<file path="src/hdl/srns_pkg.sv">
// shared types and constants for the refraction root solver
package srns_pkg;

  localparam int unsigned LenW = 24;
  localparam logic signed [63:0] SatLim = 64'sh3FFF_FFFF_FFFF_FFFF;

  typedef enum logic [2:0] {
    OP_MUL,
    OP_ADD,
    OP_SUB,
    OP_DIV
  } alu_op_t;

  typedef enum logic [2:0] {
    ST_IDLE,
    ST_ISSUE,
    ST_WAIT,
    ST_DONE
  } seq_state_t;

  typedef struct packed {
    logic    start;
    alu_op_t op;
  } alu_req_t;

  function automatic logic signed [63:0] sat_fn(input logic signed [65:0] v);
    if (v > 66'(SatLim)) begin
      return SatLim;
    end else if (v < -66'(SatLim)) begin
      return -SatLim;
    end
    return v[63:0];
  endfunction

endpackage

</file>
<file path="src/hdl/srns_alu.sv">
// shared multicycle arithmetic unit: saturating add/sub, q-format multiply, divide
module srns_alu #(
  parameter int unsigned FRAC_BITS = 16
) (
  input  logic                  clk,
  input  logic                  rst_n,
  input  srns_pkg::alu_req_t    req,
  input  logic signed [63:0]    op_a,
  input  logic signed [63:0]    op_b,
  output logic                  done,
  output logic signed [63:0]    result
);

  localparam int unsigned IntLim = 25 - FRAC_BITS;
  localparam int unsigned CntW = 7;

  logic [CntW-1:0]     cnt_r, cnt_nxt;
  logic                busy_r, busy_nxt;
  logic                neg_r, neg_nxt;
  srns_pkg::alu_op_t   op_r, op_nxt;
  logic [63:0]         x_r, x_nxt;
  logic [63:0]         y_r, y_nxt;
  logic [127:0]        acc_r, acc_nxt;
  logic [63:0]         rem_r, rem_nxt;
  logic [63:0]         q_r, q_nxt;
  logic                ovf_r, ovf_nxt;
  logic                done_r, done_nxt;
  logic signed [63:0]  res_r, res_nxt;

  logic [63:0] mag_a, mag_b;
  logic [64:0] rem_sh;
  logic        ge;
  logic [63:0] pmag;
  logic [63:0] hi;
  logic [79:0] pprod;
  logic signed [65:0] sum;

  function automatic logic [63:0] SatLimU();
    return 64'(srns_pkg::SatLim);
  endfunction

  assign mag_a = op_a[63] ? 64'(-op_a) : op_a;
  assign mag_b = op_b[63] ? 64'(-op_b) : op_b;
  assign rem_sh = {rem_r, x_r[63]};
  assign ge = rem_sh >= {1'b0, y_r};
  assign hi = acc_r[127:64];
  assign pprod = x_r * y_r[15:0];

  always_comb begin
    pmag = '0;
    if ((hi >> FRAC_BITS) != 0) begin
      pmag = SatLimU();
    end else begin
      pmag = 64'(acc_r >> FRAC_BITS);
      if (pmag > SatLimU()) begin
        pmag = SatLimU();
      end
    end
  end

  always_comb begin
    cnt_nxt  = cnt_r;
    busy_nxt = busy_r;
    neg_nxt  = neg_r;
    op_nxt   = op_r;
    x_nxt    = x_r;
    y_nxt    = y_r;
    acc_nxt  = acc_r;
    rem_nxt  = rem_r;
    q_nxt    = q_r;
    ovf_nxt  = ovf_r;
    done_nxt = 1'b0;
    res_nxt  = res_r;
    sum      = '0;
    if (req.start) begin
      op_nxt  = req.op;
      neg_nxt = op_a[63] ^ op_b[63];
      x_nxt   = mag_a;
      y_nxt   = mag_b;
      acc_nxt = '0;
      rem_nxt = '0;
      q_nxt   = '0;
      ovf_nxt = 1'b0;
      cnt_nxt = '0;
      unique case (req.op)
        srns_pkg::OP_ADD: begin
          sum      = 66'(op_a) + 66'(op_b);
          res_nxt  = srns_pkg::sat_fn(sum);
          done_nxt = 1'b1;
        end
        srns_pkg::OP_SUB: begin
          sum      = 66'(op_a) - 66'(op_b);
          res_nxt  = srns_pkg::sat_fn(sum);
          done_nxt = 1'b1;
        end
        default: busy_nxt = 1'b1;
      endcase
    end else if (busy_r) begin
      if (op_r == srns_pkg::OP_MUL) begin
        // 16 bits of the multiplier per cycle
        acc_nxt = acc_r + (128'(pprod) << (cnt_r[1:0] * 16));
        y_nxt   = y_r >> 16;
        cnt_nxt = cnt_r + 1'b1;
        if (cnt_r == CntW'(3)) begin
          busy_nxt = 1'b0;
        end
      end else begin
        // restoring division, one bit per cycle, integer then fraction
        rem_nxt = ge ? 64'(rem_sh - {1'b0, y_r}) : rem_sh[63:0];
        x_nxt   = x_r << 1;
        q_nxt   = {q_r[62:0], ge};
        ovf_nxt = ovf_r | q_r[63];
        cnt_nxt = cnt_r + 1'b1;
        if (cnt_r == CntW'(63 + FRAC_BITS)) begin
          busy_nxt = 1'b0;
        end
      end
    end else if (cnt_r != '0) begin
      cnt_nxt  = '0;
      done_nxt = 1'b1;
      if (op_r == srns_pkg::OP_MUL) begin
        res_nxt = neg_r ? -$signed(pmag) : $signed(pmag);
      end else if (ovf_r || ((q_r >> (FRAC_BITS + IntLim)) != 0)) begin
        res_nxt = neg_r ? -(64'sd1 <<< 25) : (64'sd1 <<< 25);
      end else begin
        res_nxt = neg_r ? -$signed(q_r) : $signed(q_r);
      end
    end
    if (!busy_r && !req.start && cnt_r == '0) begin
      done_nxt = 1'b0;
    end
  end

  always_ff @(posedge clk) begin
    if (!rst_n) begin
      busy_r <= 1'b0;
      cnt_r  <= '0;
      done_r <= 1'b0;
    end else begin
      busy_r <= busy_nxt;
      cnt_r  <= cnt_nxt;
      done_r <= done_nxt;
    end
    neg_r <= neg_nxt;
    op_r  <= op_nxt;
    x_r   <= x_nxt;
    y_r   <= y_nxt;
    acc_r <= acc_nxt;
    rem_r <= rem_nxt;
    q_r   <= q_nxt;
    ovf_r <= ovf_nxt;
    res_r <= res_nxt;
  end

  assign done   = done_r;
  assign result = res_r;

endmodule

</file>
<file path="config.mk">
export PLATFORM = sky130hd
export DESIGN_NAME = srns_alu
export DESIGN_NICKNAME = d
export VERILOG_FILES = /design/src/hdl/srns_pkg.sv /design/src/hdl/srns_alu.sv
export SDC_FILE = /design/constraint.sdc
export NUM_CORES = 2
export LEC_CHECK = 0
export ABC_AREA = 0
export BUFFER_PORTS_ARGS = -buffer_cell sky130_fd_sc_hd__buf_2
export CORE_MARGIN = 4
export CORE_UTILIZATION = 45
export CTS_CLUSTER_SIZE = 24
export DETAILED_ROUTE_END_ITERATION = 7
export PLACE_DENSITY = 0.63
export SLEW_MARGIN = 10
export SYNTH_ARGS = -nofsm -noshare
export SYNTH_HDL_FRONTEND = slang
export SYNTH_SLANG_ARGS = --single-unit
</file>
<file path="constraint.sdc">
create_clock -name clk -period 9.3 [get_ports clk]
set_input_delay 0 -clock clk [delete_from_list [all_inputs] [get_ports clk]]
set_output_delay 0 -clock clk [all_outputs]
set_load 0.01 [all_outputs]
</file>
After elaboration in Yosys (flattened, before gate mapping). Index checks and enable logic that the tools add are counted.

$add $sub $neg: 9. Multiply operators: 1. Magnitude comparators: 6. Eq/ne operators: 8. Shift-type cells: 1. Multiplexer cells: 46. Bitwise gates (word level): 4. Reduce and logical (&&, ||, !) cells: 22.

Operators with widths (number): 64-bit 2-to-1 mux (25); 64-bit negator (4); 65-bit by 63-bit greater-than comparator with 1-bit output, second input constant (2); 65-bit by 63-bit less-than comparator with 1-bit output, second input constant (2); 128-bit adder (1); 64-bit case mux with 2 select lines (1); 64-bit nonzero test (2); 80-bit by 6-bit left shift with 128-bit output (1); 64-bit by 16-bit multiplier with 80-bit output (1); 64-bit by 64-bit adder with 65-bit output (1); 65-bit by 64-bit >= comparator with 1-bit output (1); 64-bit by 64-bit subtractor with 65-bit output (1); 64-bit by 62-bit greater-than comparator with 1-bit output, second input constant (1); 64-bit subtractor (1); 1-bit 2-to-1 mux (18); 7-bit 2-to-1 mux (2); 2-bit AND reduction (4); 2-bit nonzero test (4); 7-bit by 1-bit adder with 7-bit output, second input constant (1); 7-bit by 2-bit equality test with 1-bit output, second input constant (1); 7-bit equality test, second input constant (1); 7-bit logical NOT (1); 7-bit nonzero test (1); 2-bit inequality test, second input constant (3); 12 further kinds (17).

Bits in registers: 462. Input bits: 134. Output and inout port bits: 65. Logic and storage cells: 109.

Depth between registers and ports, before layout.
Depth after elaboration: 9. Gate-level depth with buffers: 47. Depth with buffers taken out: 43.

Worst setup path before layout. No wires, ideal clock.

Kind: register -> register. Start point: register y_r[9]. End point: register acc_r[125]. Setup time: 0.117 ns. Arrival time: 9.989 ns. Data required time: 9.183 ns. Path slack: -0.806 ns. Stages on the path, launching flop included: 44. Buffers on the path: 2. Period minus slack after synthesis: 10.106 ns. Cells stage by stage: edfxtp_1 clkbuf_1 clkbuf_1 nand2_1 fa_1 inv_1 fa_1 inv_1 fa_1 inv_1 fa_1 fa_1 inv_1 fa_1 inv_1 ha_1 o21ai_0 nand2b_1 [... 8 more ...] xnor2_1 nor2_1 a211oi_1 a21oi_1 ha_1 and4_1 and3_1 nand3_1 nor2_1 a2111oi_0 a21oi_1 o211a_1 a31oi_1 o21ai_0 a311o_1 a41oi_1 xnor2_1 a22o_1.

Word-level cells in the longest chain between the ends: 3.

Ends and longest elaborated chain: from (decl) (RTL line srns_alu.sv:22) `logic [63:0] y_r, y_nxt;`; from (signal assigned) (RTL line srns_alu.sv:147) `y_r <= y_nxt;`; 64-bit by 16-bit multiplier with 80-bit output (RTL line srns_alu.sv:47) `assign pprod = x_r * y_r[15:0];`; 80-bit by 6-bit left shift with 128-bit output (RTL line srns_alu.sv:101) `acc_nxt = acc_r + (128'(pprod) << (cnt_r[1:0] * 16));`; 128-bit adder (RTL line srns_alu.sv:101); to (signal assigned) (RTL line srns_alu.sv:148) `acc_r <= acc_nxt;`; to (decl) (RTL line srns_alu.sv:23) `logic [127:0] acc_r, acc_nxt;`.

No other way between the ends. A chain may end at the register's enable or synchronous reset.

Worst setup path after layout.
Start point: register x_r[8]. End point: register acc_r[124].

Word-level cells in the longest chain between the ends: 3.

Ends and longest elaborated chain: from (decl) (RTL line srns_alu.sv:21) `logic [63:0] x_r, x_nxt;`; from (signal assigned) (RTL line srns_alu.sv:146) `x_r <= x_nxt;`; 64-bit by 16-bit multiplier with 80-bit output (RTL line srns_alu.sv:47); 80-bit by 6-bit left shift with 128-bit output (RTL line srns_alu.sv:101); 128-bit adder (RTL line srns_alu.sv:101).

No other way between the ends.

==> results.toml <==
[synth]
syn-mean-instance-area_um2 = 7.84
post_synth_mux_area_share = 0.0116
synth_largest_area_cell = "fa_1"
synth_top_family_by_area = "adder cells"
synth_nets = 11300
ys_warn_count = 0
ys_top_cells_by_area = "fa_1 23%, ha_1 7.8%, edfxtp_1 7.6%"
synth-simple-area-share = 0.197
synth_edf_count = 196
synth_fa_ha_area_frac = 0.304
yosysTopAreaCellShare = 0.226
synth_compound_area_frac = 0.196
synthXorXnorAreaFrac = 0.0593
syn_area_um2 = 77000
synth-seq-area-share = 0.146
synth_top_flop_cell = "dfxtp_1"
synth_cell_types = 81
synth-seq-cells = 462
synthArstFlopShare = 0
syn-instance-count = 9813

[job]
cap_violations = 0

[setup_path]
critPathLaunchType = "flop"
endpoint_kind = "flop"
critPathMostFrequentCell = "fa_1"
crit_type = "reg2reg"
reg2reg_slack_ns = -1.14
cp.arrival_ns = 11.06
critPathLaunch = "x_r[8]"
worst_r2r_path_depth = 40
path_max_fanout = 6
slowest_delay_ns = 0.59
r2r-start = "x_r[8]"
cp.required_ns = 9.92
regToRegEndpoint = "acc_r[124]"
slowest_stage = "fa_1"

[clock_network]
clk_pin_slew_ns = 0.06
clk_latency_ns = 0.73
clockBufferDepth = 3
cts_sinks = 462
htreeDepth = 2
cts_tree = "done"
cts-root-buf = "clkbuf_16"
numCtsBuffers = 59

[cells_and_area]
mostFrequentLayoutCell = "nand2_1"
fillers = 15500
drive_gt1_frac = 0.227
areaGrowthSynthToFinish_pct = 28.2
final_area_um2 = 98700
layout_common_cells = "1332 x nand2_1, 1324 x buf_4, 1149 x inv_1"
nets = 12600

[drt]
drc_errors = 0
first_pass_iters = 7
routed_wirelength_um = 330000
dr_total_vias = 79500
final_antenna_net_count = 0
wl_per_cell_um = 24.6
drt-initial-drc-count = 7448
drt-vias-per-instance = 5.93

[placed_design]
place_congestion = 1.05
dp_hpwl_um = 263000
place_area_um2 = 89500
port_buffers = 198
place_ws_ns = -1.59

[outcome]
status = "finished, violations left"
violations = "setup timing"

[global_route]
grt-ovfl-total = 0
gr-usage-all-layers = 0.358
antenna_found_initial = 32
grt_max_degree = 105
grt_pass1_vias = 79000
grt_first_pass_wirelength_um = 490000

[timing]
hold_viol_final = 0
timing.final.crit_share = 1.12
skew_ns = 0.0420
max_freq_mhz = 95.8
setup_viol = 82
fin_ws_ns = -1.14
fin_setup_tns_ns = -50.45
max_slew_margin = 0.205
worst_pin_slew_ns = 1.19
maxSlewViolCount = 0
rsz0062_at_grt = "yes"
holdWs_ns = 0.0596
period_needed_ns = 10.44

[floorplanning]
ioPinCount = 199
start_util = 0.454
die_h_um = 422
rows = 151
die_x_um = 422
die_area_um2 = 178000
core-area_um2 = 170000

[worst_hold_path]
min_path_cells = 3
hold_path.class = "in2reg"
min-delay-start = "op_a[17]"
hold_path_end = "x_r[17]"
## state kept, by name, summed over array words and instances (netlist names)
register and cells:
cnt_r 7, result 64, busy_r 1, rem_r 64
neg_r 1, acc_r 128, x_r 64, ovf_r 1
op_r 3, y_r 64, done 1, q_r 64
## final cells by class
type	instances	area [µm²]	share of cell area
tap	2218	2780	0.0281
sequential	462	11200	0.114
clock buffer	66	1570	0.0159
clock inverter	46	598	0.00606
inverter	1202	4510	0.0457
timing repair buffer	1829	14800	0.150
multi-input combinational	7568	63200	0.640
antenna	23	57.6	0.000583
## synth_stat cells, types with 50 or more instances
cell type	count
edfxtp_1	196
ha_1	478
inv_1	1196
nor4_1	87
o211ai_1	52
nor2b_1	57
nand2b_1	50
a21oi_1	820
xor2_1	193
nand4_1	107
a31oi_1	86
and3_1	62
nand3_1	127
a22o_1	94
nor2_1	643
mux2i_1	77
fa_1	870
dfxtp_1	266
xnor2_1	328
a21o_1	210
nor3_1	136
nand2_1	1361
o21bai_1	87
and2_1	389
a211oi_1	56
o21ai_0	459
o31ai_1	87
clkbuf_1	553
or3_1	77
## how the worst max path moves through the flow
stage,to,slack [ns]
floorplan,acc_r[121],0.003
global placement,acc_r[124],-1.56
detailed placement,acc_r[124],-1.59
CTS,acc_r[127],-1.01
global route,acc_r[127],-1.39
finish,acc_r[124],-1.14
## layer usage
layer,GRT usage,up-vias,routed length (µm),share of wire
li1,-,35600,-,-
met1,0.461,39300,131000,0.40
met2,0.571,3682,149000,0.45
met3,0.0652,949,27700,0.084
met4,0.196,2,22600,0.068
met5,0,-,13,0.000039
## metrics by stage
step | utilization | cells
after CTS | 0.568 | 13300
after detailed placement | 0.527 | 12900
after floorplan | - | 9813
after global routing | 0.581 | 13400
after global placement | 0.527 | 12900
final | 0.581 | 13400
## cell families (layout without fill, tap and decap cells)
group,count (synthesis),in the layout
other,0,23
adders and majority gates,1348,1348
DFF,462,462
xor gates and xnor gates,521,521
muxes,87,87
AOI/OAI and AO/OA,2373,2373
and+or+nand+nor,3239,3239
buffers and inverters,1783,3143
## critical path, delay by kind of cell, from the launching register on
| kind | cells | cell delay (ns) |
|---|---|---|
| adder cells (fa/ha/maj) | 8 | 3.74 |
| AND/OR/NAND/NOR | 8 | 1.68 |
| multiplexers | 1 | 0.15 |
| XOR/XNOR | 1 | 0.17 |
| buffers and inverters | 7 | 0.99 |
| AO/OA/AOI/OAI | 15 | 3.05 |
| flip-flops | 1 | 0.54 |
## timing repair
item                                   4_1_cts  5_1_grt
endpoints found under the hold margin      139        0
setup buffers                              124       91
cloned                                       8        1
setup endpoints to repair                   97      100
pin swaps                                  169      314
gates resized for setup                    488      401
hold buffers                               145        0
Power is left out: the tool's default activity adds up to more than one toggle a clock period on the data nets, which glitch-free logic cannot reach.
